$ cat src/hdl/apid_pkg.sv
package apid_pkg;

  localparam int ChanW     = 3;
  localparam int AngleW    = 32;
  localparam int GainW     = 16;
  localparam int ThrW      = 16;
  localparam int IlimW     = 16;
  localparam int OlimW     = 15;
  localparam int ErrW      = AngleW + 1;
  localparam int DiffW     = ErrW + 1;
  localparam int IntW      = IlimW + 1;
  localparam int IntAccW   = ErrW + 1;
  localparam int PProdW    = GainW + ErrW;
  localparam int IProdW    = GainW + IntW;
  localparam int DProdW    = GainW + DiffW;
  localparam int SumW      = DProdW + 2;
  localparam int DriveW    = 16;
  localparam int CfgIdxW   = 3;
  localparam int CfgDataW  = 16;
  localparam int GainFracBits = 8;

  localparam logic [ThrW-1:0]  SepThrReset  = 16'd200;
  localparam logic [IlimW-1:0] IntLimReset  = 16'd2000;
  localparam logic [OlimW-1:0] OutLimReset  = 15'd1000;

  typedef enum logic [CfgIdxW-1:0] {
    REG_PROP_GAIN  = 3'd0,
    REG_INTEG_GAIN = 3'd1,
    REG_DERIV_GAIN = 3'd2,
    REG_SEP_THR    = 3'd3,
    REG_INT_LIMIT  = 3'd4,
    REG_OUT_LIMIT  = 3'd5
  } cfg_reg_e;

  typedef struct packed {
    logic signed [GainW-1:0] prop_gain;
    logic signed [GainW-1:0] integ_gain;
    logic signed [GainW-1:0] deriv_gain;
    logic [ThrW-1:0]         sep_thr;
    logic [IlimW-1:0]        int_limit;
    logic [OlimW-1:0]        out_limit;
  } cfg_t;

  typedef struct packed {
    logic [ChanW-1:0]        chan;
    logic signed [ErrW-1:0]  err;
    logic signed [IntW-1:0]  integ;
    logic signed [DiffW-1:0] diff;
  } err_word_t;

  typedef struct packed {
    logic [ChanW-1:0]         chan;
    logic signed [PProdW-1:0] p_prod;
    logic signed [IProdW-1:0] i_prod;
    logic signed [DProdW-1:0] d_prod;
  } prod_word_t;

  typedef struct packed {
    logic [ChanW-1:0]         chan;
    logic                     sat;
    logic signed [DriveW-1:0] drive;
  } result_t;

endpackage

$ cat src/hdl/apid_mult.sv
module apid_mult (
  input  logic                 clk_i,
  input  logic                 rst_ni,
  input  logic                 in_valid_i,
  output logic                 in_ready_o,
  input  apid_pkg::err_word_t  in_i,
  input  apid_pkg::cfg_t       cfg_i,
  output logic                 out_valid_o,
  input  logic                 out_ready_i,
  output apid_pkg::prod_word_t out_o
);
  import apid_pkg::*;

  logic       v_q;
  prod_word_t word_q;
  logic       rdy;

  assign rdy         = !v_q || out_ready_i;
  assign in_ready_o  = rdy;
  assign out_valid_o = v_q;
  assign out_o       = word_q;

  always_ff @(posedge clk_i or negedge rst_ni) begin
    if (!rst_ni) begin
      v_q <= 1'b0;
    end else if (rdy) begin
      v_q <= in_valid_i;
    end
  end

  always_ff @(posedge clk_i) begin
    if (rdy && in_valid_i) begin
      word_q.chan   <= in_i.chan;
      word_q.p_prod <= PProdW'(cfg_i.prop_gain) * PProdW'(in_i.err);
      word_q.i_prod <= IProdW'(cfg_i.integ_gain) * IProdW'(in_i.integ);
      word_q.d_prod <= DProdW'(cfg_i.deriv_gain) * DProdW'(in_i.diff);
    end
  end

endmodule

$ cat config.mk
export PLATFORM = sky130hd
export DESIGN_NAME = apid_mult
export DESIGN_NICKNAME = d
export VERILOG_FILES = /design/src/hdl/apid_pkg.sv /design/src/hdl/apid_mult.sv
export SDC_FILE = /design/constraint.sdc
export NUM_CORES = 2
export LEC_CHECK = 0
export BUFFER_PORTS_ARGS = -buffer_cell sky130_fd_sc_hd__buf_2
export CAP_MARGIN = 20
export CORE_AREA = 2 2 416 253
export CTS_BUF_LIST = sky130_fd_sc_hd__clkbuf_4 sky130_fd_sc_hd__clkbuf_8
export DETAILED_ROUTE_END_ITERATION = 8
export DIE_AREA = 0 0 418 255
export HOLD_SLACK_MARGIN = 0.03
export PLACE_DENSITY = 0.71
export SYNTH_ARGS = -nofsm -noshare
export SYNTH_HDL_FRONTEND = slang
export SYNTH_SLANG_ARGS = --single-unit
$ cat constraint.sdc
create_clock -name clk_i -period 10.39 [get_ports clk_i]
set_input_delay 0.5195 -clock clk_i [delete_from_list [all_inputs] [get_ports clk_i]]
set_output_delay 0.5195 -clock clk_i [all_outputs]
set_load 0.02 [all_outputs]
* After elaboration in Yosys (flattened, before gate mapping)
Index checks and enable logic that the tools add are counted. W data, S select, Z words.
Storage, ports and cells: input bits 186, output and inout port bits 137, logic and storage cells 11, flip-flop bits (word level) 136
Cells by class: multipliers 3, reduce and logical (&&, ||, !) cells 3
Operators with widths (count):
- $mul A16 B34 Y50 | 1
- $mul A16 B33 Y49 | 1
- $mul A16 B17 Y33 | 1
- $logic_and A1 B1 Y1 | 1
- $logic_not A1 Y1 | 1
- $logic_or A1 B1 Y1 | 1

* Longest topological paths before layout
depth in word-level cells 3, gate-level depth with buffers 26, depth with buffers taken out 25

* Worst setup path after synthesis
Ideal clock, no wire load.
path type input-to-reg, from input port cfg_i[48] (netlist name), to register word_q, in the netlist out_o[49], data pin, arrival time 6.266 ns, library setup time 0.260 ns, stages on the path 23, data required time 10.130 ns, path buffers 2, setup slack 3.864 ns, path through clkbuf_1 > nand2_1 > fa_1 > fa_1 > fa_1 > inv_1 > fa_1 > fa_1 > inv_1 > fa_1 > inv_1 > ha_1 > buf_2 > a211o_1 > a31o_2 > a2111oi_2 > a21oi_1 > a31oi_1 > o21ai_1 > a31oi_1 > a21o_1 > o21ai_1 > xnor2_1
Between the ends: cells in the longest elaborated chain, start to end 1
Ends and longest elaborated chain:
- from (decl) | RTL line apid_mult.sv:7 | input apid_pkg::cfg_t cfg_i,
- $mul A16 B34 Y50 | RTL line apid_mult.sv:36 | word_q.d_prod <= DProdW'(cfg_i.deriv_gain) * DProdW'(in_i.diff);
- to (decl) | RTL line apid_mult.sv:15 | prod_word_t word_q;
No other way between the ends. A chain may end at the register's enable or synchronous reset.

* Worst setup path after layout
from input port cfg_i[85] (netlist name), to register word_q, in the netlist out_o[131], data pin
Between the ends: cells in the longest elaborated chain, start to end 1
Ends and longest elaborated chain:
- $mul A16 B33 Y49 | RTL line apid_mult.sv:34 | word_q.p_prod <= PProdW'(cfg_i.prop_gain) * PProdW'(in_i.err);
No other way between the ends.

==> impl_metrics.ini <==
[status]
run_status = finished clean

[synth]
synth_commonest_cells = inv_1 (1,470), fa_1 (1,290), nand2_1 (800)
syn_inst = 5475
synth_top_area_share_pct = 50.51
ys_ff_latch = 136
synth_edf_count = 135
synth-async-reset-ratio_pct = 0.7353
synth_cell_types = 64
avgSynthCellArea_um2 = 9.339
yosys.area.top_type = fa_1
syn_nets = 7269
yosys-top-cells-area = fa_1 (51%), inv_1 (11%), edfxtp_1 (7.9%)
synth_area_um2 = 51130
synth_top_flop_cell = edfxtp_1
synth_most_common_cell = inv_1
ys_seq_area_share_pct = 7.977
synth_warnings = 0

[die]
die_h_um = 255
ios = 323
core_area_um2 = 103500
rows = 92
start_util_pct = 49.41
dieArea_um2 = 106600
die_x_um = 418

[setup_path]
cp_max_fo = 21
path_delay_family = adder cells
critical_path.slowest_cell = nor3_1
critPathLaunchType = primary input
rr_worst_depth = 3
crit_chain = buf_2 > buf_4 > and2_1 > fa_1 > inv_1 > fa_1 > fa_1 > inv_1 > fa_1 > fa_1 > inv_1 > fa_1 > inv_1 > ha_1 > nand2_1 > nor3_1 > nand2_1 > nor2_1 > a31oi_1 > o21ai_1 > a31oi_1 > o41ai_1 > a21oi_1 > xnor2_1
crit_buf_inv = 6
worst_ep_required_time_ns = 10.72
crit_arrival_ns = 8.29
crit_top_cell = fa_1
end_kind = register
worst-path-stages = 24
critical_path_class = primary input to register
max_stage_delay_ns = 0.74

[timing]
setup_violations = 0
skew_ns = 0.03075
period_share_pct = 76.60
maxSlewViolCount = 0
maxClockFrequency_mhz = 125.6
slew-limit-headroom_pct = 35.82
rsz0062_at_grt = no
fin_tns_setup_ns = 0
period_needed_ns = 7.959
whs_ns = 0.1323
worstMarginPinSlew_ns = 0.9626
fin_ws_ns = 2.431
final_hold_viol_count = 0

[run]
cap_violations = 0

[min_path]
whs_path_depth = 2
hp-class = primary input to register

[detailed_routing]
wl_per_cell_um = 19.48
drcViolationCount = 0
routed_wirelength_um = 135500
drt_pass1_iterations = 6
detail-route-antenna-nets = 0
dr_total_vias = 36520
via_per_inst = 5.250
drtIter0Drc = 2907

[layout]
utilization_pct = 52.17
nets = 7369
drive_gt1_share_pct = 6.102
area_delta_synth_final_pct = 5.584

[place]
hpwl_um = 108900
preCtsSetupSlack_ns = 1.711
io_buffers = 275
gp_congestion = 0.9716

[grt]
grt.overflow.total = 0
first_global_vias = 38570
antenna_found_initial = 6
grtUsageTotal_pct = 26.77
grt_max_degree = 61
grt_pass1_wl_um = 218100

[cts]
cts_sinks = 136
cts.clk_slew.worst_paths_ns = 0.09
cts_max_level = 4
cts_root_buffer = clkbuf_8
cts_buffers = 17
cts_buffer_depth = 2
clock_latency_ns = 0.61
ctsResizeCount = 0
cts_tree = done
[state kept, by name, summed over array words and instances, names as in the netlist]
| name | count |
|---|---|
| out_o | 135 |
| out_valid_o | 1 |
[final timing paths]
check	startpoint	endpoint	slack (ns)
setup / recovery	cfg_i[85]	out_o[131]	2.43
hold / removal	in_valid_i	out_valid_o	0.13
setup reg to reg	out_valid_o	out_o[43]	8.24
hold reg to reg	out_valid_o	out_valid_o	0.54
max in group asynchronous	rst_ni	out_valid_o	10.09
min in group asynchronous	rst_ni	out_valid_o	0.22
[metrics by stage]
step | instances | cell area [um^2]
final | 6956 | 53990
after global routing | 6956 | 53990
after CTS | 6949 | 53950
after detailed placement | 6913 | 53530
after global placement | 6913 | 53530
after floorplan | 5475 | 51130
[cells by family (layout without fill, tap and decap cells)]
family,after synthesis,after routing,share of synthesized area [%]
compound gates,348,348,4.397
xor+xnor,143,143,2.450
fa+ha+maj,1608,1608,58.29
buf+inv,1689,1802,12.40
flops,136,136,7.977
other cells,0,5,0
simple gates,1551,1551,14.48
[worst reg2reg max path: stages (launching register included)]
cell and delay [ns]:
dfrtp_1 0.38, nand2b_1 0.11, and2_4 0.40, buf_4 0.73
[final cells by class]
cell class / count / area [um^2]
Fill cell: 9378 / 49500
Inverter: 1470 / 5518
Tap cell: 1363 / 1705
Clock buffer: 18 / 241.5
Clock inverter: 14 / 138.9
Antenna cell: 5 / 12.51
Sequential cell: 136 / 4079
Timing Repair Buffer: 300 / 1578
Multi-Input combinational cell: 3650 / 40710
[per-layer routing]
metal / track usage (%) / vias to the layer above / wire (um)
li1: - / 16000 / -
met1: 39.69 / 18570 / 59550
met2: 38.10 / 1802 / 56910
met3: 8.373 / 156 / 16170
met4: 6.539 / 0 / 2868
met5: 0.2676 / - / 0
[layout by cell type (no fill, tap or decap), types with 3 or more instances in the layout]
master,instances
clkinv_4,4
buf_2,275
a21oi_1,118
and2_1,528
a41o_1,3
o21a_1,13
edfxtp_1,135
inv_1,1470
xor2_1,33
a21o_1,59
nor2_1,108
nor4_1,6
a311oi_1,5
clkbuf_8,17
nand2_1,800
xnor2_1,110
nand4_1,9
nand2b_1,32
o21ai_0,53
a211oi_1,12
inv_6,4
o31ai_1,4
dlygate4sd3_1,4
buf_4,19
and3_1,12
nor3_1,8
o211ai_1,4
fa_1,1290
nor2b_1,15
diode_2,5
nand3_1,26
a31oi_1,17
o21ai_1,5
ha_1,318
a221o_1,3
o21bai_1,19
[timing repair]
action	CTS	global route
hold buffers	4	0
setup buffers	0	0
endpoints found under the hold margin	4	0
Power is left out: the tool's default activity adds up to more than one toggle a clock period on the data nets, which glitch-free logic cannot reach.
