File: src/hdl/apid_pkg.sv
package apid_pkg;

  localparam int ChanW     = 3;
  localparam int AngleW    = 32;
  localparam int GainW     = 16;
  localparam int ThrW      = 16;
  localparam int IlimW     = 16;
  localparam int OlimW     = 15;
  localparam int ErrW      = AngleW + 1;
  localparam int DiffW     = ErrW + 1;
  localparam int IntW      = IlimW + 1;
  localparam int IntAccW   = ErrW + 1;
  localparam int PProdW    = GainW + ErrW;
  localparam int IProdW    = GainW + IntW;
  localparam int DProdW    = GainW + DiffW;
  localparam int SumW      = DProdW + 2;
  localparam int DriveW    = 16;
  localparam int CfgIdxW   = 3;
  localparam int CfgDataW  = 16;
  localparam int GainFracBits = 8;

  localparam logic [ThrW-1:0]  SepThrReset  = 16'd200;
  localparam logic [IlimW-1:0] IntLimReset  = 16'd2000;
  localparam logic [OlimW-1:0] OutLimReset  = 15'd1000;

  typedef enum logic [CfgIdxW-1:0] {
    REG_PROP_GAIN  = 3'd0,
    REG_INTEG_GAIN = 3'd1,
    REG_DERIV_GAIN = 3'd2,
    REG_SEP_THR    = 3'd3,
    REG_INT_LIMIT  = 3'd4,
    REG_OUT_LIMIT  = 3'd5
  } cfg_reg_e;

  typedef struct packed {
    logic signed [GainW-1:0] prop_gain;
    logic signed [GainW-1:0] integ_gain;
    logic signed [GainW-1:0] deriv_gain;
    logic [ThrW-1:0]         sep_thr;
    logic [IlimW-1:0]        int_limit;
    logic [OlimW-1:0]        out_limit;
  } cfg_t;

  typedef struct packed {
    logic [ChanW-1:0]        chan;
    logic signed [ErrW-1:0]  err;
    logic signed [IntW-1:0]  integ;
    logic signed [DiffW-1:0] diff;
  } err_word_t;

  typedef struct packed {
    logic [ChanW-1:0]         chan;
    logic signed [PProdW-1:0] p_prod;
    logic signed [IProdW-1:0] i_prod;
    logic signed [DProdW-1:0] d_prod;
  } prod_word_t;

  typedef struct packed {
    logic [ChanW-1:0]         chan;
    logic                     sat;
    logic signed [DriveW-1:0] drive;
  } result_t;

endpackage

File: src/hdl/apid_sat.sv
module apid_sat (
  input  logic                 clk_i,
  input  logic                 rst_ni,
  input  logic                 in_valid_i,
  output logic                 in_ready_o,
  input  apid_pkg::prod_word_t in_i,
  input  apid_pkg::cfg_t       cfg_i,
  output logic                 out_valid_o,
  input  logic                 out_ready_i,
  output apid_pkg::result_t    out_o
);
  import apid_pkg::*;

  logic                   v_q;
  result_t                res_q;
  logic                   rdy;
  logic signed [SumW-1:0] p_term, i_term, d_term, sum, lim_pos, lim_neg;
  result_t                res_d;

  assign rdy         = !v_q || out_ready_i;
  assign in_ready_o  = rdy;
  assign out_valid_o = v_q;
  assign out_o       = res_q;

  always_comb begin
    p_term  = SumW'(in_i.p_prod >>> GainFracBits);
    i_term  = SumW'(in_i.i_prod >>> GainFracBits);
    d_term  = SumW'(in_i.d_prod >>> GainFracBits);
    sum     = p_term + i_term + d_term;
    lim_pos = SumW'(cfg_i.out_limit);
    lim_neg = -lim_pos;
    res_d.chan = in_i.chan;
    if (sum > lim_pos) begin
      res_d.drive = DriveW'(cfg_i.out_limit);
      res_d.sat   = 1'b1;
    end else if (sum < lim_neg) begin
      res_d.drive = lim_neg[DriveW-1:0];
      res_d.sat   = 1'b1;
    end else begin
      res_d.drive = sum[DriveW-1:0];
      res_d.sat   = 1'b0;
    end
  end

  always_ff @(posedge clk_i or negedge rst_ni) begin
    if (!rst_ni) begin
      v_q <= 1'b0;
    end else if (rdy) begin
      v_q <= in_valid_i;
    end
  end

  always_ff @(posedge clk_i) begin
    if (rdy && in_valid_i) begin
      res_q <= res_d;
    end
  end

endmodule

File: config.mk
export PLATFORM = sky130hd
export DESIGN_NAME = apid_sat
export DESIGN_NICKNAME = d
export VERILOG_FILES = /design/src/hdl/apid_pkg.sv /design/src/hdl/apid_sat.sv
export SDC_FILE = /design/constraint.sdc
export NUM_CORES = 1
export LEC_CHECK = 0
export BUFFER_PORTS_ARGS = -buffer_cell sky130_fd_sc_hd__buf_2
export CAP_MARGIN = 20
export CORE_MARGIN = 3
export CORE_UTILIZATION = 40
export CTS_CLUSTER_SIZE = 25
export DETAILED_ROUTE_END_ITERATION = 8
export PLACE_DENSITY = 0.69
export SYNTH_ARGS = -nofsm -noshare
export SYNTH_HDL_FRONTEND = slang
export SYNTH_SLANG_ARGS = --single-unit
File: constraint.sdc
create_clock -name clk_i -period 2.75 [get_ports clk_i]
set_input_delay 0.1375 -clock clk_i [delete_from_list [all_inputs] [get_ports clk_i]]
set_output_delay 0.1375 -clock clk_i [all_outputs]
set_load 0.1 [all_outputs]
**Word-level counts from Yosys, hierarchy flattened**

Cells that the tools add are included.

- Magnitude comparators: 2
- Reductions and logical operators: 3
- Add/subtract/negate cells: 3
- Multiplexer cells: 2

Operators with widths:

| operator | number |
|---|---|
| less-than comparator 43 x 52 -> 1 bit | 1 |
| negator 15 -> 52 bit | 1 |
| adder 42 x 42 -> 43 bit | 1 |
| greater-than comparator 43 x 16 -> 1 bit | 1 |
| adder 41 x 25 -> 42 bit | 1 |
| two-way mux 17 bit | 1 |
| two-way mux 15 bit | 1 |
| logical AND 1 bit | 1 |
| logical NOT 1 bit | 1 |
| logical OR 1 bit | 1 |

- Bits of input ports: 234
- Output and inout bits: 22
- Logic and storage cells: 15
- Register bits after elaboration: 21

**Longest topological paths before layout**

- Depth in word-level cells: 5
- Gate-level depth with buffers: 24
- Mapped depth without buffers: 22

**Worst setup path before layout**

OpenSTA, ideal clock, no wires.

- Path kind: input to register
- Start point: input in_i[10] (netlist bit)
- End point: register res_q (netlist bit out_o[10]), data pin
- Required time: 2.490 ns
- Cell stages on the path: 22
- Slack: -2.393 ns
- Path buffers: 1
- Data arrival time: 4.883 ns
- Path through: fa_1 -> ha_1 -> a211oi_1 -> o21ai_1 -> a211oi_1 -> a211oi_1 -> o21a_1 -> o221a_2 -> or3_2 -> nand2_2 -> ha_1 -> a21o_1 -> a21o_1 -> a21o_1 -> a211o_1 -> o211ai_1 -> o2111ai_1 -> a2bb2oi_1 -> buf_6 -> nand2_1 -> o21ai_0 -> mux2_4

RTL lines:

| element | RTL line | RTL |
|---|---|---|
| from (decl) | apid_sat.sv:6 | `input apid_pkg::prod_word_t in_i,` |
| to (signal assigned) | apid_sat.sv:55 | `res_q <= res_d;` |
| to (decl) | apid_sat.sv:15 | `result_t res_q;` |

==> impl_metrics.sql <==
INSERT INTO impl_metrics (metric_group, metric, value, unit) VALUES
('outcome', 'status', 'finished with violations', ''),
('outcome', 'failing_checks', 'setup timing', ''),
('synthesis', 'ys_async_sr_fraction', '4.76', '%'),
('power_and_ir_drop', 'p_seq_share', '6.9', '%'),
('synthesis', 'synth_top_family_by_area', 'adder cells', ''),
('timing', 'final_critical_path_setup_slack', '-2.20', 'ns'),
('drt', 'drc', '0', ''),
('synthesis', 'synth_sequential_area_ratio', '9.36', '%'),
('synthesis', 'yosys.area_share.simple', '18.3', '%'),
('clocking', 'tritoncts', 'built', ''),
('setup_path', 'worst_setup_path_end_kind', 'flop', ''),
('timing', 'maximum_frequency_from_static_timing_analysis', '0.202', 'GHz'),
('setup_path', 'required', '2.82', 'ns'),
('final_layout', 'finalNetCount', '1623', ''),
('place', 'postPlaceCellArea', '0.00993', 'mm²'),
('clocking', 'tritoncts.num_buffers', '3', ''),
('synthesis', 'yosysTopAreaCell', 'sky130_fd_sc_hd__ha_1', ''),
('floorplanning', 'die_w', '135', 'µm'),
('floorplanning', 'design.die.area', '0.0183', 'mm²'),
('timing', 'drv_slew', '0', ''),
('drt', 'detailroute.via_count', '8007', ''),
('drt', 'route.detailed.wl_per_inst', '15.9', 'µm'),
('timing', 'setup_viol_count_final', '17', ''),
('timing', 'fin_skew', '0.00369', 'ns'),
('min_path', 'hp-class', 'in -> reg', ''),
('synthesis', 'synthesis.instances', '795', ''),
('setup_path', 'timing_worst_setup_path_type', 'in -> reg', ''),
('clocking', 'cts_max_path_buffers', '2', ''),
('synthesis', 'synth_commonest_cells', '109 x sky130_fd_sc_hd__ha_1, 83 x sky130_fd_sc_hd__a21oi_1, 58 x sky130_fd_sc_hd__nand2_1, 58 x sky130_fd_sc_hd__nor2_1, 43 x sky130_fd_sc_hd__fa_1', ''),
('floorplanning', 'floorplan.initialDensity', '41.5', '%'),
('power_and_ir_drop', 'power_density', '598', 'mW/mm²'),
('drt', 'dr.pass1.iters', '5', ''),
('synthesis', 'synth_seq_cells', '21', ''),
('flow_run', 'cap_viol_max_count', '0', ''),
('timing', 'max_slew_margin', '42.6', '%'),
('drt', 'viasPerCell', '5.51', ''),
('place', 'placed_cells_incl_taps', '1418', ''),
('floorplanning', 'die-height', '135', 'µm'),
('timing', 'timing.final.hold_violations', '0', ''),
('synthesis', 'post_synth_xor_area_fraction', '5.64', '%'),
('grt', 'grt.total_usage', '23.3', '%'),
('drt', 'wirelength', '23100', 'µm'),
('drt', 'antenna_violating_nets_post_route', '0', ''),
('power_and_ir_drop', 'share_comb_of_total_power', '88.3', '%'),
('clocking', 'clock_sink_count', '21', ''),
('synthesis', 'netlist_top_cells_area', 'sky130_fd_sc_hd__ha_1 20%, sky130_fd_sc_hd__fa_1 13%, sky130_fd_sc_hd__edfxtp_1 9.0%', ''),
('synthesis', 'synth.top_cell.area_share', '20.4', '%'),
('synthesis', 'yosys_most_used_dff', 'sky130_fd_sc_hd__edfxtp_1', ''),
('synthesis', 'compound_gate_fraction_of_synth_area', '26.4', '%'),
('power_and_ir_drop', 'worst_ir_drop_vdd', '493', 'µV'),
('setup_path', 'rr_worst_depth', '2', ''),
('power_and_ir_drop', 'switching_share', '48.4', '%'),
('clocking', 'clkSlewWorstSetupHoldPaths', '0.06', 'ns'),
('final_layout', 'instances_no_fill', '1452', ''),
('timing', 'period_share', '180', '%'),
('grt', 'grt_first_pass_wirelength', '35900', 'µm'),
('synthesis', 'synthMostInstantiatedCell', 'sky130_fd_sc_hd__ha_1', ''),
('min_path', 'min_path_cells', '1', ''),
('synthesis', 'synth_cell_type_count', '83', ''),
('synthesis', 'synth_edf_count', '20', ''),
('timing', 'rsz0062_at_grt', 'yes', ''),
('final_layout', 'layout-area-overhead-vs-synth', '62.2', '%'),
('place', 'detailed_placer_s_ending_hpwl', '18900', 'µm'),
('grt', 'number_of_antenna_violations_at_the_first_check_in_global_routing', '0', ''),
('final_layout', 'stdcell_area', '0.0108', 'mm²'),
('power_and_ir_drop', 'net_switching', '3.14', 'mW'),
('grt', 'grt_remaining_overflow', '0', ''),
('synthesis', 'yosys_warnings', '0', ''),
('floorplanning', 'coreArea', '0.0161', 'mm²'),
('clocking', 'cts_max_level', '1', ''),
('power_and_ir_drop', 'leakagePower', '5.17', 'nW');
kinds of logic after synthesis:
kind of cell,Yosys count
buffers and inverters,65
muxes,16
AOI/OAI and AO/OA,261
and+or+nand+nor,237
xor gates and xnor gates,43
DFF,21
adders and majority gates,152
power groups by stage:
stage          Combinational (mW)  Clock (mW)  Sequential, mW
2_1_floorplan                2.66           0           0.822
3_3_place_gp                 4.84           0           0.454
3_5_place_dp                 4.96           0           0.454
4_1_cts                      5.18       0.309           0.447
5_1_grt                      6.21       0.319           0.451
6_report                     5.72       0.309           0.446
cells in the final DEF, fill, tap and decap left out, types with 4 or more instances in the layout:
master,instances
sky130_fd_sc_hd__buf_4,295
sky130_fd_sc_hd__fa_1,41
sky130_fd_sc_hd__nor3_2,5
sky130_fd_sc_hd__mux2i_1,11
sky130_fd_sc_hd__buf_6,11
sky130_fd_sc_hd__ha_4,15
sky130_fd_sc_hd__clkbuf_16,6
sky130_fd_sc_hd__xnor2_1,23
sky130_fd_sc_hd__nor2b_1,6
sky130_fd_sc_hd__inv_1,36
sky130_fd_sc_hd__o21ai_0,25
sky130_fd_sc_hd__buf_12,4
sky130_fd_sc_hd__buf_2,147
sky130_fd_sc_hd__xor2_1,17
sky130_fd_sc_hd__nand4_1,17
sky130_fd_sc_hd__edfxtp_1,20
sky130_fd_sc_hd__a21o_1,17
sky130_fd_sc_hd__a21oi_4,4
sky130_fd_sc_hd__a41o_1,4
sky130_fd_sc_hd__nor2_1,50
sky130_fd_sc_hd__nand2_1,55
sky130_fd_sc_hd__a21oi_2,18
sky130_fd_sc_hd__o31ai_1,5
sky130_fd_sc_hd__nand3_1,9
sky130_fd_sc_hd__o21bai_1,4
sky130_fd_sc_hd__o21a_1,19
sky130_fd_sc_hd__nor3_1,19
sky130_fd_sc_hd__nor2_2,5
sky130_fd_sc_hd__o21ai_1,8
sky130_fd_sc_hd__o211ai_1,11
sky130_fd_sc_hd__or3_1,7
sky130_fd_sc_hd__o21ai_2,9
sky130_fd_sc_hd__nor4_1,13
sky130_fd_sc_hd__and4_1,10
sky130_fd_sc_hd__a211oi_1,10
sky130_fd_sc_hd__nand2b_1,4
sky130_fd_sc_hd__a21oi_1,62
sky130_fd_sc_hd__ha_1,94
how the worst max path moves through the flow:
| stage | from | end | cells past startpoint | slack (ns) |
|---|---|---|---|---|
| after floorplan | in_i[9] | out_o[10] | 24 | -2.09 |
| after global placement | in_i[82] | out_o[0] | 23 | -2.61 |
| after detailed placement | in_i[82] | out_o[0] | 23 | -2.86 |
| after CTS | in_i[92] | out_o[10] | 21 | -2.11 |
| after global routing | in_i[30] | out_o[1] | 21 | -2.38 |
| final | in_i[16] | out_o[8] | 22 | -2.20 |
flip-flops by register name (all words and copies together) (netlist names):
| signal | flops |
|---|---|
| out_o | 20 |
| out_valid_o | 1 |
final cells by class:
class / count / area [µm²] / share of cell area (%)
Clock buffer: 3 / 75.1 / 0.693
Clock inverter: 1 / 5.00 / 0.0462
Inverter: 39 / 146 / 1.35
Multi-Input combinational cell: 710 / 6450 / 59.5
Sequential cell: 21 / 626 / 5.77
Tap cell: 216 / 270 / 2.49
Timing Repair Buffer: 462 / 3270 / 30.2
critical path, cell delays in order:
cell and delay [ns]:
sky130_fd_sc_hd__buf_2 0.11, sky130_fd_sc_hd__fa_1 0.47, sky130_fd_sc_hd__ha_1 0.36, sky130_fd_sc_hd__a21oi_1 0.24, sky130_fd_sc_hd__buf_4 0.18, sky130_fd_sc_hd__o21a_1 0.16, sky130_fd_sc_hd__o311ai_2 0.12, sky130_fd_sc_hd__buf_4 0.17
sky130_fd_sc_hd__o31a_1 0.31, sky130_fd_sc_hd__a21oi_1 0.21, sky130_fd_sc_hd__a41o_1 0.16, sky130_fd_sc_hd__nor2_1 0.06, sky130_fd_sc_hd__ha_1 0.29, sky130_fd_sc_hd__nand4_1 0.12, sky130_fd_sc_hd__or4_1 0.51, sky130_fd_sc_hd__a211o_1 0.25
sky130_fd_sc_hd__a41oi_2 0.22, sky130_fd_sc_hd__a2bb2oi_4 0.31, sky130_fd_sc_hd__buf_4 0.18, sky130_fd_sc_hd__buf_6 0.15, sky130_fd_sc_hd__nor3_2 0.06, sky130_fd_sc_hd__a211oi_1 0.25
repair_timing:
action / 4_1_cts / 5_1_grt
hold buffers: 1 / 0
resized for setup: 35 / 61
pin swaps: 27 / 18
cloned: 1 / 4
hold endpoints to repair: 1 / 0
endpoints found under the setup margin: 17 / 17
buffers inserted: 10 / 15
routing by layer:
metal	GRT usage [%]	wire length (µm)
met1	33.2	10500
met2	39.5	10900
met3	0.817	1210
met4	4.93	553
met5	0	0
per-stage QoR:
step | setup TNS, ns | total power, mW
global route | -39.27 | 6.98
global placement | -40.74 | 5.29
CTS | -34.25 | 5.94
floorplan | -31.91 | 3.48
detailed placement | -44.54 | 5.42
finish | -36.32 | 6.48
No activity file was read; power rests on OpenSTA's default activity.
